==> src/design/encoder_speed_pid_macros.svh <==
// Assertion helpers used by the speed loop RTL.
// All checks sample on the rising clock edge and are off while reset is high.
`ifndef ENCODER_SPEED_PID_MACROS_SVH
`define ENCODER_SPEED_PID_MACROS_SVH

// Same-cycle implication.
`define ESP_ASSERT_IMPLIES(label, cond, prop, msg) \
   label: assert property (@(posedge clock) disable iff (reset) (cond) |-> (prop)) \
      else $error(msg);

// Next-cycle implication.
`define ESP_ASSERT_NEXT(label, cond, prop, msg) \
   label: assert property (@(posedge clock) disable iff (reset) (cond) |=> (prop)) \
      else $error(msg);

`endif

==> src/design/esp_pkg.sv <==
`default_nettype none

package esp_pkg;

   // field and datapath widths
   localparam int COUNT_W    = 32;
   localparam int SPEED_W    = 16;
   localparam int ERR_W      = SPEED_W + 1;
   localparam int DERR_W     = ERR_W + 1;
   localparam int SUM_W      = 48;
   localparam int GAIN_W     = 16;
   localparam int T_W        = GAIN_W + DERR_W;
   localparam int Q_W        = ERR_W + GAIN_W + 1;
   localparam int ACC_W      = 64;
   localparam int DRIVE_W    = 54;
   localparam int CMD_W      = 47;
   localparam int MUL_CNT_W  = $clog2(GAIN_W);

   // fixed point
   localparam int FRAC_SHIFT  = 8;
   localparam int I_SHIFT     = 16;
   localparam int DRIVE_LIMIT = 255;

   // configuration port
   localparam int CSR_INDEX_W = 3;
   localparam int CSR_DATA_W  = 16;

   localparam logic [CSR_INDEX_W-1:0] CSR_GAIN_P       = 3'd0;
   localparam logic [CSR_INDEX_W-1:0] CSR_GAIN_I       = 3'd1;
   localparam logic [CSR_INDEX_W-1:0] CSR_GAIN_D       = 3'd2;
   localparam logic [CSR_INDEX_W-1:0] CSR_TICK_PERIOD  = 3'd3;
   localparam logic [CSR_INDEX_W-1:0] CSR_TICK_RATE    = 3'd4;
   localparam logic [CSR_INDEX_W-1:0] CSR_TARGET_SPEED = 3'd5;
   localparam logic [CSR_INDEX_W-1:0] CSR_REVERSED     = 3'd6;

   localparam logic [CSR_DATA_W-1:0] TICK_PERIOD_RESET = 16'd655;
   localparam logic [CSR_DATA_W-1:0] TICK_RATE_RESET   = 16'd100;

   // sequencer states
   typedef enum logic [2:0] {
      ST_IDLE,
      ST_MUL_P,
      ST_MUL_I,
      ST_MUL_T,
      ST_MUL_D,
      ST_MUL_Q,
      ST_FINISH
   } state_type;

   // multiplier control and status
   typedef struct packed {
      logic start;
      logic b_signed;
   } mul_ctrl_type;

   typedef struct packed {
      logic busy;
      logic done;
   } mul_stat_type;

endpackage

`default_nettype wire

==> src/design/encoder_speed_pid.sv <==
// Speed loop for one wheel. Each request carries the raw encoder count and an open-loop
// flag and yields one response: the counts-per-tick speed and, in closed loop, the PID
// drive (integer part, sign corrected, saturated) with a flag set when |drive| exceeds
// 255; the integral is only updated while it does not and is cleared in open loop. All
// products go through one shared shift-add multiplier that retires one gain bit per cycle;
// an open-loop request does not use it. A new request is taken as soon as the previous
// response sits in the output register, even if it is not yet taken. Configuration is
// written through csr_we / csr_index / csr_wdata; the user must write it only while the
// block is idle, and the block itself does not enforce this.
`default_nettype none
`include "encoder_speed_pid_macros.svh"

module encoder_speed_pid
   import esp_pkg::*;
(
   input  wire  logic                   clock,
   input  wire  logic                   reset,
   // request: tdata = encoder_count[31:0]; tuser = open_loop[0]
   input  wire  logic                   req_tvalid,
   output logic                         req_tready,
   input  wire  logic [31:0]            req_tdata,
   input  wire  logic [0:0]             req_tuser,
   // response: tdata = measured_speed[15:0], drive_value[31:16];
   //           tuser = drive_valid[0], output_maxed[1]
   output logic                         rsp_tvalid,
   input  wire  logic                   rsp_tready,
   output logic [31:0]                  rsp_tdata,
   output logic [1:0]                   rsp_tuser,
   // configuration writes
   input  wire  logic                   csr_we,
   input  wire  logic [CSR_INDEX_W-1:0] csr_index,
   input  wire  logic [CSR_DATA_W-1:0]  csr_wdata
);

   localparam logic signed [DRIVE_W-1:0] LIMIT_Q   = DRIVE_W'(DRIVE_LIMIT * 256);
   localparam logic signed [DRIVE_W-1:0] ROUND_ADJ = DRIVE_W'((1 << FRAC_SHIFT) - 1);
   localparam logic signed [COUNT_W-1:0] SPEED_HI  = COUNT_W'(32767);
   localparam logic signed [COUNT_W-1:0] SPEED_LO  = -COUNT_W'(32768);
   localparam logic signed [CMD_W-1:0]   CMD_HI    = CMD_W'(32767);
   localparam logic signed [CMD_W-1:0]   CMD_LO    = -CMD_W'(32768);

   // configuration registers
   logic signed [GAIN_W-1:0]   gain_p_ff, gain_i_ff, gain_d_ff;
   logic [CSR_DATA_W-1:0]      tick_period_ff, tick_rate_ff;
   logic signed [SPEED_W-1:0]  target_ff;
   logic                       reversed_ff;

   // loop state
   logic [COUNT_W-1:0]         last_count_ff, last_count_in;
   logic signed [ERR_W-1:0]    last_error_ff, last_error_in;
   logic signed [SUM_W-1:0]    error_sum_ff, error_sum_in;

   // per-request working registers
   state_type                  state_ff, state_in;
   logic signed [SPEED_W-1:0]  speed_ff, speed_in;
   logic signed [ERR_W-1:0]    err_ff, err_in;
   logic                       open_ff, open_in;
   logic signed [DRIVE_W-1:0]  drive_ff, drive_in;
   logic signed [T_W-1:0]      t_ff, t_in;

   // response register
   logic                       rsp_valid_ff, rsp_valid_in;
   logic [31:0]                rsp_data_ff, rsp_data_in;
   logic [1:0]                 rsp_user_ff, rsp_user_in;

   // multiplier
   mul_ctrl_type               mul_ctrl;
   mul_stat_type               mul_stat;
   logic signed [ACC_W-1:0]    mul_a;
   logic [GAIN_W-1:0]          mul_b;
   logic signed [ACC_W-1:0]    mul_product;

   // datapath helpers
   logic signed [COUNT_W-1:0]  diff;
   logic signed [SPEED_W-1:0]  speed_sat;
   logic signed [DERR_W-1:0]   derr;
   logic signed [Q_W-1:0]      q_term;
   logic signed [SUM_W:0]      sum_wide;
   logic signed [SUM_W-1:0]    sum_sat;
   logic signed [DRIVE_W-1:0]  drive_round;
   logic signed [CMD_W-1:0]    cmd_wide;
   logic signed [SPEED_W-1:0]  cmd_sat;
   logic                       maxed;
   logic                       accept;
   logic                       load;

   function automatic logic drive_over(input logic signed [DRIVE_W-1:0] d);
      drive_over = (d > LIMIT_Q) || (d < -LIMIT_Q);
   endfunction

   // configuration writes; unknown indexes are dropped
   always_ff @(posedge clock) begin
      if (reset) begin
         gain_p_ff      <= '0;
         gain_i_ff      <= '0;
         gain_d_ff      <= '0;
         tick_period_ff <= TICK_PERIOD_RESET;
         tick_rate_ff   <= TICK_RATE_RESET;
         target_ff      <= '0;
         reversed_ff    <= 1'b0;
      end else if (csr_we) begin
         case (csr_index)
            CSR_GAIN_P:       gain_p_ff      <= csr_wdata;
            CSR_GAIN_I:       gain_i_ff      <= csr_wdata;
            CSR_GAIN_D:       gain_d_ff      <= csr_wdata;
            CSR_TICK_PERIOD:  tick_period_ff <= csr_wdata;
            CSR_TICK_RATE:    tick_rate_ff   <= csr_wdata;
            CSR_TARGET_SPEED: target_ff      <= csr_wdata;
            CSR_REVERSED:     reversed_ff    <= csr_wdata[0];
            default: ;
         endcase
      end
   end

   // speed: wrapped count difference, saturated
   always_comb begin
      diff = req_tdata - last_count_ff;
      if (diff > SPEED_HI) begin
         speed_sat = SPEED_W'(SPEED_HI);
      end else if (diff < SPEED_LO) begin
         speed_sat = SPEED_W'(SPEED_LO);
      end else begin
         speed_sat = SPEED_W'(diff);
      end
   end

   // integral step, saturated to the integral range
   always_comb begin
      q_term   = Q_W'(mul_product);
      sum_wide = (SUM_W + 1)'(error_sum_ff) + (SUM_W + 1)'(q_term);
      if (sum_wide[SUM_W] != sum_wide[SUM_W-1]) begin
         sum_sat = sum_wide[SUM_W] ? {1'b1, {(SUM_W - 1){1'b0}}}
                                   : {1'b0, {(SUM_W - 1){1'b1}}};
      end else begin
         sum_sat = SUM_W'(sum_wide);
      end
   end

   // drive integer part: truncate toward zero, optional negate, saturate
   always_comb begin
      maxed       = drive_over(drive_ff);
      drive_round = drive_ff + (drive_ff[DRIVE_W-1] ? ROUND_ADJ : '0);
      cmd_wide    = CMD_W'(drive_round >>> FRAC_SHIFT);
      if (reversed_ff) begin
         cmd_wide = -cmd_wide;
      end
      if (cmd_wide > CMD_HI) begin
         cmd_sat = SPEED_W'(CMD_HI);
      end else if (cmd_wide < CMD_LO) begin
         cmd_sat = SPEED_W'(CMD_LO);
      end else begin
         cmd_sat = SPEED_W'(cmd_wide);
      end
   end

   assign derr = DERR_W'(err_ff) - DERR_W'(last_error_ff);

   // multiplier operand select and start
   always_comb begin
      mul_a = '0;
      mul_b = '0;
      mul_ctrl.b_signed = 1'b1;
      mul_ctrl.start    = (state_ff != ST_IDLE) && (state_ff != ST_FINISH) &&
                          !mul_stat.busy && !mul_stat.done;
      case (state_ff)
         ST_MUL_P: begin
            mul_a = ACC_W'(err_ff);
            mul_b = gain_p_ff;
         end
         ST_MUL_I: begin
            mul_a = ACC_W'(error_sum_ff);
            mul_b = gain_i_ff;
         end
         ST_MUL_T: begin
            mul_a = ACC_W'(derr);
            mul_b = gain_d_ff;
         end
         ST_MUL_D: begin
            mul_a = ACC_W'(t_ff);
            mul_b = tick_rate_ff;
            mul_ctrl.b_signed = 1'b0;
         end
         ST_MUL_Q: begin
            mul_a = ACC_W'(err_ff);
            mul_b = tick_period_ff;
            mul_ctrl.b_signed = 1'b0;
         end
         default: ;
      endcase
   end

   assign accept = req_tvalid && req_tready;
   assign load   = (state_ff == ST_FINISH) && (!rsp_valid_ff || rsp_tready);

   // sequencer
   always_comb begin
      state_in      = state_ff;
      last_count_in = last_count_ff;
      last_error_in = last_error_ff;
      error_sum_in  = error_sum_ff;
      speed_in      = speed_ff;
      err_in        = err_ff;
      open_in       = open_ff;
      drive_in      = drive_ff;
      t_in          = t_ff;
      rsp_data_in   = rsp_data_ff;
      rsp_user_in   = rsp_user_ff;
      rsp_valid_in  = rsp_valid_ff && !rsp_tready;
      req_tready    = 1'b0;
      case (state_ff)
         ST_IDLE: begin
            req_tready = 1'b1;
            if (req_tvalid) begin
               last_count_in = req_tdata;
               speed_in      = speed_sat;
               err_in        = ERR_W'(target_ff) - ERR_W'(speed_sat);
               open_in       = req_tuser[0];
               if (req_tuser[0]) begin
                  error_sum_in = '0;
                  state_in     = ST_FINISH;
               end else begin
                  state_in = ST_MUL_P;
               end
            end
         end
         ST_MUL_P: begin
            if (mul_stat.done) begin
               drive_in = DRIVE_W'(mul_product);
               state_in = ST_MUL_I;
            end
         end
         ST_MUL_I: begin
            if (mul_stat.done) begin
               drive_in = drive_ff + DRIVE_W'(mul_product >>> I_SHIFT);
               state_in = ST_MUL_T;
            end
         end
         ST_MUL_T: begin
            if (mul_stat.done) begin
               t_in     = T_W'(mul_product);
               state_in = ST_MUL_D;
            end
         end
         ST_MUL_D: begin
            if (mul_stat.done) begin
               drive_in = drive_ff + DRIVE_W'(mul_product);
               state_in = drive_over(drive_in) ? ST_FINISH : ST_MUL_Q;
            end
         end
         ST_MUL_Q: begin
            if (mul_stat.done) begin
               error_sum_in = sum_sat;
               state_in     = ST_FINISH;
            end
         end
         ST_FINISH: begin
            if (load) begin
               rsp_valid_in = 1'b1;
               if (open_ff) begin
                  rsp_data_in = {16'd0, speed_ff};
                  rsp_user_in = 2'b00;
               end else begin
                  rsp_data_in   = {cmd_sat, speed_ff};
                  rsp_user_in   = {maxed, 1'b1};
                  last_error_in = err_ff;
               end
               state_in = ST_IDLE;
            end
         end
         default: state_in = ST_IDLE;
      endcase
   end

   always_ff @(posedge clock) begin
      if (reset) begin
         state_ff      <= ST_IDLE;
         last_count_ff <= '0;
         last_error_ff <= '0;
         error_sum_ff  <= '0;
         rsp_valid_ff  <= 1'b0;
      end else begin
         state_ff      <= state_in;
         last_count_ff <= last_count_in;
         last_error_ff <= last_error_in;
         error_sum_ff  <= error_sum_in;
         rsp_valid_ff  <= rsp_valid_in;
      end
      speed_ff    <= speed_in;
      err_ff      <= err_in;
      open_ff     <= open_in;
      drive_ff    <= drive_in;
      t_ff        <= t_in;
      rsp_data_ff <= rsp_data_in;
      rsp_user_ff <= rsp_user_in;
   end

   esp_serial_mul u_mul (
      .clock   (clock),
      .reset   (reset),
      .ctrl    (mul_ctrl),
      .mul_a   (mul_a),
      .mul_b   (mul_b),
      .stat    (mul_stat),
      .product (mul_product)
   );

   assign rsp_tvalid = rsp_valid_ff;
   assign rsp_tdata  = rsp_data_ff;
   assign rsp_tuser  = rsp_user_ff;

   // checks
   `ESP_ASSERT_NEXT(a_accept_leaves_idle, accept, state_ff != ST_IDLE, "request accepted but sequencer stayed idle")
   `ESP_ASSERT_IMPLIES(a_rsp_from_finish, $rose(rsp_valid_ff), $past(state_ff == ST_FINISH), "response appeared outside the finish step")
   `ESP_ASSERT_IMPLIES(a_open_no_drive, rsp_valid_ff && !rsp_user_ff[0], rsp_data_ff[31:16] == 16'd0 && !rsp_user_ff[1], "open-loop response carries a drive")

endmodule

`default_nettype wire

==> src/design/esp_serial_mul.sv <==
`default_nettype none

// Shift-add multiplier: one multiplier bit per cycle, LSB first.
module esp_serial_mul
   import esp_pkg::*;
(
   input  wire  logic                     clock,
   input  wire  logic                     reset,
   input  wire  mul_ctrl_type             ctrl,
   input  wire  logic signed [ACC_W-1:0]  mul_a,
   input  wire  logic [GAIN_W-1:0]        mul_b,
   output mul_stat_type                   stat,
   output logic signed [ACC_W-1:0]        product
);

   logic signed [ACC_W-1:0]  mcand_ff, mcand_in;
   logic [GAIN_W-1:0]        mplier_ff, mplier_in;
   logic signed [ACC_W-1:0]  acc_ff, acc_in;
   logic [MUL_CNT_W-1:0]     cnt_ff, cnt_in;
   logic                     bsigned_ff, bsigned_in;
   logic                     busy_ff, busy_in;
   logic                     done_ff, done_in;

   // one partial product per cycle; the top bit of a signed multiplier weighs negative
   always_comb begin
      mcand_in   = mcand_ff;
      mplier_in  = mplier_ff;
      acc_in     = acc_ff;
      cnt_in     = cnt_ff;
      bsigned_in = bsigned_ff;
      busy_in    = busy_ff;
      done_in    = 1'b0;
      if (ctrl.start && !busy_ff) begin
         mcand_in   = mul_a;
         mplier_in  = mul_b;
         acc_in     = '0;
         cnt_in     = MUL_CNT_W'(GAIN_W - 1);
         bsigned_in = ctrl.b_signed;
         busy_in    = 1'b1;
      end else if (busy_ff) begin
         if (mplier_ff[0]) begin
            if ((cnt_ff == '0) && bsigned_ff) begin
               acc_in = acc_ff - mcand_ff;
            end else begin
               acc_in = acc_ff + mcand_ff;
            end
         end
         mcand_in  = mcand_ff <<< 1;
         mplier_in = mplier_ff >> 1;
         cnt_in    = cnt_ff - 1'b1;
         if (cnt_ff == '0) begin
            busy_in = 1'b0;
            done_in = 1'b1;
         end
      end
   end

   always_ff @(posedge clock) begin
      mcand_ff   <= mcand_in;
      mplier_ff  <= mplier_in;
      acc_ff     <= acc_in;
      cnt_ff     <= cnt_in;
      bsigned_ff <= bsigned_in;
      if (reset) begin
         busy_ff <= 1'b0;
         done_ff <= 1'b0;
      end else begin
         busy_ff <= busy_in;
         done_ff <= done_in;
      end
   end

   assign stat.busy = busy_ff;
   assign stat.done = done_ff;
   assign product   = acc_ff;

endmodule

`default_nettype wire
==> config.mk <==
export PLATFORM = sky130hd
export DESIGN_NAME = encoder_speed_pid
export DESIGN_NICKNAME = d
export VERILOG_FILES = /design/src/design/esp_pkg.sv /design/src/design/encoder_speed_pid.sv /design/src/design/esp_serial_mul.sv
export VERILOG_INCLUDE_DIRS = /design/src /design/src/design
export SDC_FILE = /design/constraint.sdc
export NUM_CORES = 2
export LEC_CHECK = 0
export BUFFER_PORTS_ARGS = -buffer_cell sky130_fd_sc_hd__buf_2
export CAP_MARGIN = 0
export CORE_MARGIN = 1.5
export CORE_UTILIZATION = 35
export CTS_CLUSTER_SIZE = 30
export DETAILED_ROUTE_END_ITERATION = 10
export PLACE_DENSITY = 0.49
export SLEW_MARGIN = 20
export SYNTH_ARGS = -nofsm -noshare
export SYNTH_HDL_FRONTEND = slang
export SYNTH_SLANG_ARGS = --single-unit
==> constraint.sdc <==
create_clock -name clock -period 13.2 [get_ports clock]
set_input_delay 0.66 -clock clock [delete_from_list [all_inputs] [get_ports clock]]
set_output_delay 0.66 -clock clock [all_outputs]
set_load 0.05 [all_outputs]
* Word-level counts from Yosys, hierarchy flattened *
Index checks and enable logic that the tools add are counted.

storage, ports and cells
  flip-flop bits (word level) = 505
  bits in latches = 0
  memory bits (writable) = 0
  ROM bits = 0
  input bits = 57
  logic and storage cells = 154
  memories = 0

operators by class
  add/subtract/negate cells = 11
  $mul = 0
  divide/modulo/power cells = 0
  $lt $le $gt $ge = 8
  equal/unequal tests = 22
  shift operators = 0
  mux-type cells = 42
  bitwise gates (word level) = 2
  reductions and logical operators = 40

operator list
  operator                                                          count
  case mux 64 bit (4 select lines)                                  1
  two-way mux 48 bit                                                5
  two-way mux 64 bit                                                3
  two-way mux 54 bit                                                3
  case mux 54 bit (3 select lines)                                  1
  greater-than comparator 54 x 17 -> 1 bit (second input constant)  2
  < comparator 54 x 17 -> 1 bit (second input constant)             2
  case mux 48 bit (2 select lines)                                  1
  two-way mux 16 bit                                                5
  case mux 16 bit (5 select lines)                                  1
  adder 64 bit                                                      1
  subtractor 64 bit                                                 1
  adder 54 x 48 -> 54 bit                                           1
  adder 54 bit                                                      1
  adder 54 x 8 -> 54 bit                                            1
  adder 48 x 34 -> 49 bit                                           1
  greater-than comparator 47 x 16 -> 1 bit (second input constant)  1
  < comparator 47 x 16 -> 1 bit (second input constant)             1
  two-way mux 47 bit                                                1
  negation 46 -> 47 bit                                             1
  greater-than comparator 32 x 16 -> 1 bit (second input constant)  1
  < comparator 32 x 16 -> 1 bit (second input constant)             1
  subtractor 32 bit                                                 1
  two-way mux 3 bit                                                 8
  29 further kinds                                                  80

* Logic depth before layout (Yosys ltp) *
  depth in word-level cells = 7
  gate-level depth with buffers = 32

* Cells and area by module *
Synthesis repeated with hierarchy kept, for this count alone.

second synthesis, totals
  cells, all modules = 4996
  area total of the unflattened synthesis = 40097.2 um2

by module, submodules not included
  module             times used  cells an instance  area each (um2)
  encoder_speed_pid  1           3621               29194.2
  esp_serial_mul     1           1375               10903.0

* Worst setup path before layout *
OpenSTA, ideal clock, no wires.

  kind = in2reg
  start = input port req_tdata[0]
  end = register err_ff[14] (data pin)
  setup time = 0.135 ns
  arrival = 6.513 ns
  required time = 13.065 ns
  path slack = 6.552 ns
  stages = 32
  path through = inv_1 > ha_1 > fa_1 > nor2b_1 > o21ai_0 > a21boi_0 > o211ai_1 > a21oi_1 > o21ai_0 > a31oi_1 > a311oi_1 > o211a_1 > a211oi_1 > nand4b_1 > o41a_1 > clkbuf_1 > clkbuf_1 > o21a_1 > ha_1 > nor2b_1 > o21ai_0 > a21boi_0 > o21ai_0 > a21boi_0 > o21ai_0 > a21boi_0 > o21ai_0 > a21boi_0 > o21ai_0 > a21boi_0 > or4_1 > nand3_1

between the ends
  cells in the longest elaborated chain, start to end = 5
  elaborated cells on any way between the ends = 6
  classes of those cells = 2 x add/sub; 2 x order compare; 2 x mux

ends and longest elaborated chain
  element                           RTL line                  RTL
  from (decl)                       encoder_speed_pid.sv:21   input wire logic [31:0] req_tdata,
  subtractor 32 bit (*)             encoder_speed_pid.sv:117  diff = req_tdata - last_count_ff;
  < comparator 32 x 16 -> 1 bit     encoder_speed_pid.sv:120  end else if (diff < SPEED_LO) begin
  two-way mux 16 bit                encoder_speed_pid.sv:120
  two-way mux 16 bit (*)            encoder_speed_pid.sv:118  if (diff > SPEED_HI) begin
  subtractor 16 x 16 -> 17 bit (*)  encoder_speed_pid.sv:216  err_in = ERR_W'(target_ff) - ERR_W'(speed_sat);
  to (signal assigned)              encoder_speed_pid.sv:289  err_ff <= err_in;
  to (decl)                         encoder_speed_pid.sv:56   logic signed [ERR_W-1:0] err_ff, err_in;

Every way passes the cells marked *; elsewhere a longest branch is shown, timed or not.
A chain may end at the register's enable or synchronous reset.

* Worst setup path after layout *
  start = register last_count_ff[0]
  end = register err_ff[16] (data pin)

between the ends
  cells in the longest elaborated chain, start to end = 5
  elaborated cells on any way between the ends = 6
  classes of those cells = 2 x add/sub; 2 x order compare; 2 x mux

ends and longest elaborated chain
  element                           RTL line                  RTL
  from (decl)                       encoder_speed_pid.sv:49   logic [COUNT_W-1:0] last_count_ff, last_count_in;
  from (signal assigned)            encoder_speed_pid.sv:283  last_count_ff <= last_count_in;
  subtractor 32 bit (*)             encoder_speed_pid.sv:117
  < comparator 32 x 16 -> 1 bit     encoder_speed_pid.sv:120
  two-way mux 16 bit                encoder_speed_pid.sv:120
  two-way mux 16 bit (*)            encoder_speed_pid.sv:118
  net speed_sat[0]                  encoder_speed_pid.sv:75   logic signed [SPEED_W-1:0] speed_sat;
  subtractor 16 x 16 -> 17 bit (*)  encoder_speed_pid.sv:216

Mark *: on every way through the listed nets, which the timed path passes. The rest lies on a longest branch.

==> reports/qor.yml <==
cts:
  clk_path_buf_depth: 3
  clk_pin_slew_worst_paths_ns: 0.06
  cts_setup_buffers: 0
  cts_hold_buf: 0
  numCtsBuffers: 67
  clk_latency_ns: 0.64
  clkSinkCount: 505
  cts_resized: 0
  root_buffer: "clkbuf_16"
  ctsHtreeMaxLevel: 3
  cts_tree: "built"
sta:
  finalHoldViolCount: 0
  min_period_over_period_pct: 55.4
  final.min_clock_period_ns: 7.32
  drv_slew: 0
  clock.fmax_mhz: 137
  whs_ns: 0.282
  setup-tns-final_ns: 0
  relSlewSlack_pct: 23.0
  rsz0062_at_grt: "no"
  worstMarginPinSlew_ns: 1.15
  skew_ns: 0.0281
  finalSetupViolCount: 0
  layout_setup_ws_ns: 5.88
power:
  p_total_w: 0.00811
  leakagePower_nw: 16.9
  pwr-share-clk_pct: 22.2
  p_comb_share_pct: 47.2
  switching_share_pct: 43.4
  p_per_area_nw_per_um2: 187
  peakVddDrop_mv: 0.155
  internal-power_w: 0.00459
  switching_power_w: 0.00352
  pwr-share-seq_pct: 30.6
routing:
  first_iter_violations: 2388
  wire_per_inst_um: 20.1
  vias_per_cell: 5.62
  dr.pass1.iters: 7
  routed_wl_mm: 129
  vias: 36000
  ant_nets: 0
  drc: 0
finish:
  fillers: 11500
  diodes: 0
  drive_above_1_share_pct: 6.90
  nNetsFinal: 5226
  final_common_cell: "nand2_1"
  seq_area_um2: 12500
  area_growth_pct: 10.3
  final_cell_mix: "719 x nand2_1, 512 x a21oi_1, 365 x nor2_1"
  multi_input_area_um2: 25300
floorplanning:
  die_x_um: 338
  die_area_um2: 114000
  die-height_um: 338
  num_rows: 122
  ios: 93
  start_util_pct: 35.4
  core_area_um2: 111000
yosys:
  avgSynthCellArea_um2: 8.06
  ys_async_sr_fraction_pct: 0
  yosysWarnings: 0
  syn_inst: 4875
  yosys.area.top_type: "edfxtp_1"
  ys_seq_elements: 505
  syn-cell-area_um2: 39300
  synth_edf_count: 237
  synthFlopType: "dfxtp_1"
  yosysUniqueCellTypes: 98
  synthTopCellsByArea: "edfxtp_1 18%, dfxtp_1 14%, ha_1 9.3%"
  synth_top_area_share_pct: 18.1
  synth_fp_nets: 5230
  ys_seq_area_share_pct: 31.8
global_routing:
  grt_pass1_vias: 34400
  grt-busiest-layer: "met2"
  grt_overflow: 0
  grt_pass1_wl_mm: 202
  grt_start_max_net_pins: 90
  use_met1_pct: 29.8
  grt_usage_pct: 21.9
  met2_usage_pct: 36.6
  grt_util_met3_pct: 2.56
  antenna_found_initial: 1
placement:
  io_buffers: 92
  gp_congestion: 0.892
  dp_slack_ns: 5.48
  place_hpwl_mm: 96.4
worst_setup_path:
  worst_setup_path_start_kind: "register"
  critPathRequiredTime_ns: 13.58
  critPathCaptureType: "register"
  cpMostUsedCell: "o21ai_0"
  slowest_stage: "a31oi_1"
  worst-path-max-fanout: 29
  cpPeakStageDelay_ns: 0.46
  crit_arrival_ns: 7.69
  path_class: "register to register"
status:
  status: "complete, no violations"
job:
  maxCapViolations: 0
worst_hold_path:
  min_path_type: "primary input to register"
## state kept, by name, summed over array words and instances, names as in the netlist, 2 cells and up
signal and count:
drive_ff 54, err_ff 17, error_sum_ff 48, gain_d_ff 16, gain_i_ff 16, gain_p_ff 16, last_count_ff 32, last_error_ff 17
rsp_tdata 32, rsp_tuser 2, speed_ff 16, state_ff 3, t_ff 34, target_ff 16, tick_period_ff 16, tick_rate_ff 16
u_mul.cnt_ff 4, u_mul.mcand_ff 64, u_mul.mplier_ff 16, u_mul.product 64
## critical path: cells and delay by family (launching register included)
kind	cells	cell delay, ns
AND/OR/NAND/NOR	4	0.56
adder cells (fa/ha/maj)	4	1.29
buffers and inverters	1	0.33
flip-flops	1	0.31
XOR/XNOR	1	0.23
AO/OA/AOI/OAI	21	4.34
## final timing paths
kind | start | to | slack, ns | cells after the start
worst max-delay path | last_count_ff[0]$_SDFFE_PP0P_ | err_ff[16]$_DFFE_PP_ | 5.88 | 31
worst min-delay path | req_tdata[0] | last_count_ff[0]$_SDFFE_PP0P_ | 0.28 | 3
worst max register to register | last_count_ff[0]$_SDFFE_PP0P_ | err_ff[16]$_DFFE_PP_ | 5.88 | 31
worst min register to register | speed_ff[12]$_DFFE_PP_ | rsp_tdata[12]$_DFFE_PP_ | 0.41 | 0
## area by class of cell
type / count / share of cell area [%]
well taps: 1488 / 4.29
multi-input cells: 3974 / 58.4
repair buffers: 149 / 2.05
clock inverters: 30 / 0.551
inverters: 174 / 1.51
clock buffers: 92 / 4.37
flip-flops and latches: 505 / 28.8
## per-stage QoR
step	utilization, %	instances	area (um2)
2_1_floorplan	-	4875	39300
3_3_place_gp	37.1	6290	41200
3_5_place_dp	37.1	6290	41200
4_1_cts	39.1	6412	43300
5_1_grt	39.1	6412	43400
6_report	39.1	6412	43400
## cells in the mapped netlist, drive strengths merged, types with 22 or more instances
cell,instances
nand2,721
nand3,104
ha,291
buf,36
edfxtp,237
a21oi,513
and2,27
a22oi,66
o21ai,329
a21o,140
nand2b,58
nor3,95
mux2i,22
a221oi,52
dfxtp,268
or3,36
inv,173
xor2,128
a211oi,52
nor2b,51
a31oi,49
nand4,68
nor4,48
and3,51
o221ai,27
o21a,53
nor2,370
xnor2,223
o211ai,39
clkbuf,186
o21bai,39
## routing by layer
| metal | wire [um] | vias to the layer above |
|---|---|---|
| li1 | - | 17900 |
| met1 | 59900 | 17200 |
| met2 | 60500 | 750 |
| met3 | 5300 | 160 |
| met4 | 3260 | 2 |
| met5 | 17 | - |
## kinds of logic (layout without fill, tap and decap cells)
| group | Yosys count | count (layout) | synth area share (%) |
|---|---|---|---|
| xor+xnor | 351 | 351 | 7.82 |
| flops | 505 | 505 | 31.8 |
| buf+inv | 396 | 445 | 4.05 |
| mux | 36 | 36 | 0.961 |
| fa+ha+maj | 298 | 298 | 9.62 |
| compound gates | 1561 | 1561 | 25.3 |
| simple gates | 1728 | 1728 | 20.5 |
## power groups by stage
stage          clock [W]  combinational [W]  sequential [W]
2_1_floorplan          0            0.00288         0.00232
4_1_cts          0.00185            0.00382         0.00248
5_1_grt          0.00191            0.00429         0.00252
3_3_place_gp           0            0.00380         0.00251
3_5_place_dp           0            0.00380         0.00251
6_report         0.00180            0.00383         0.00248
(Power assumes the default switching activity.)
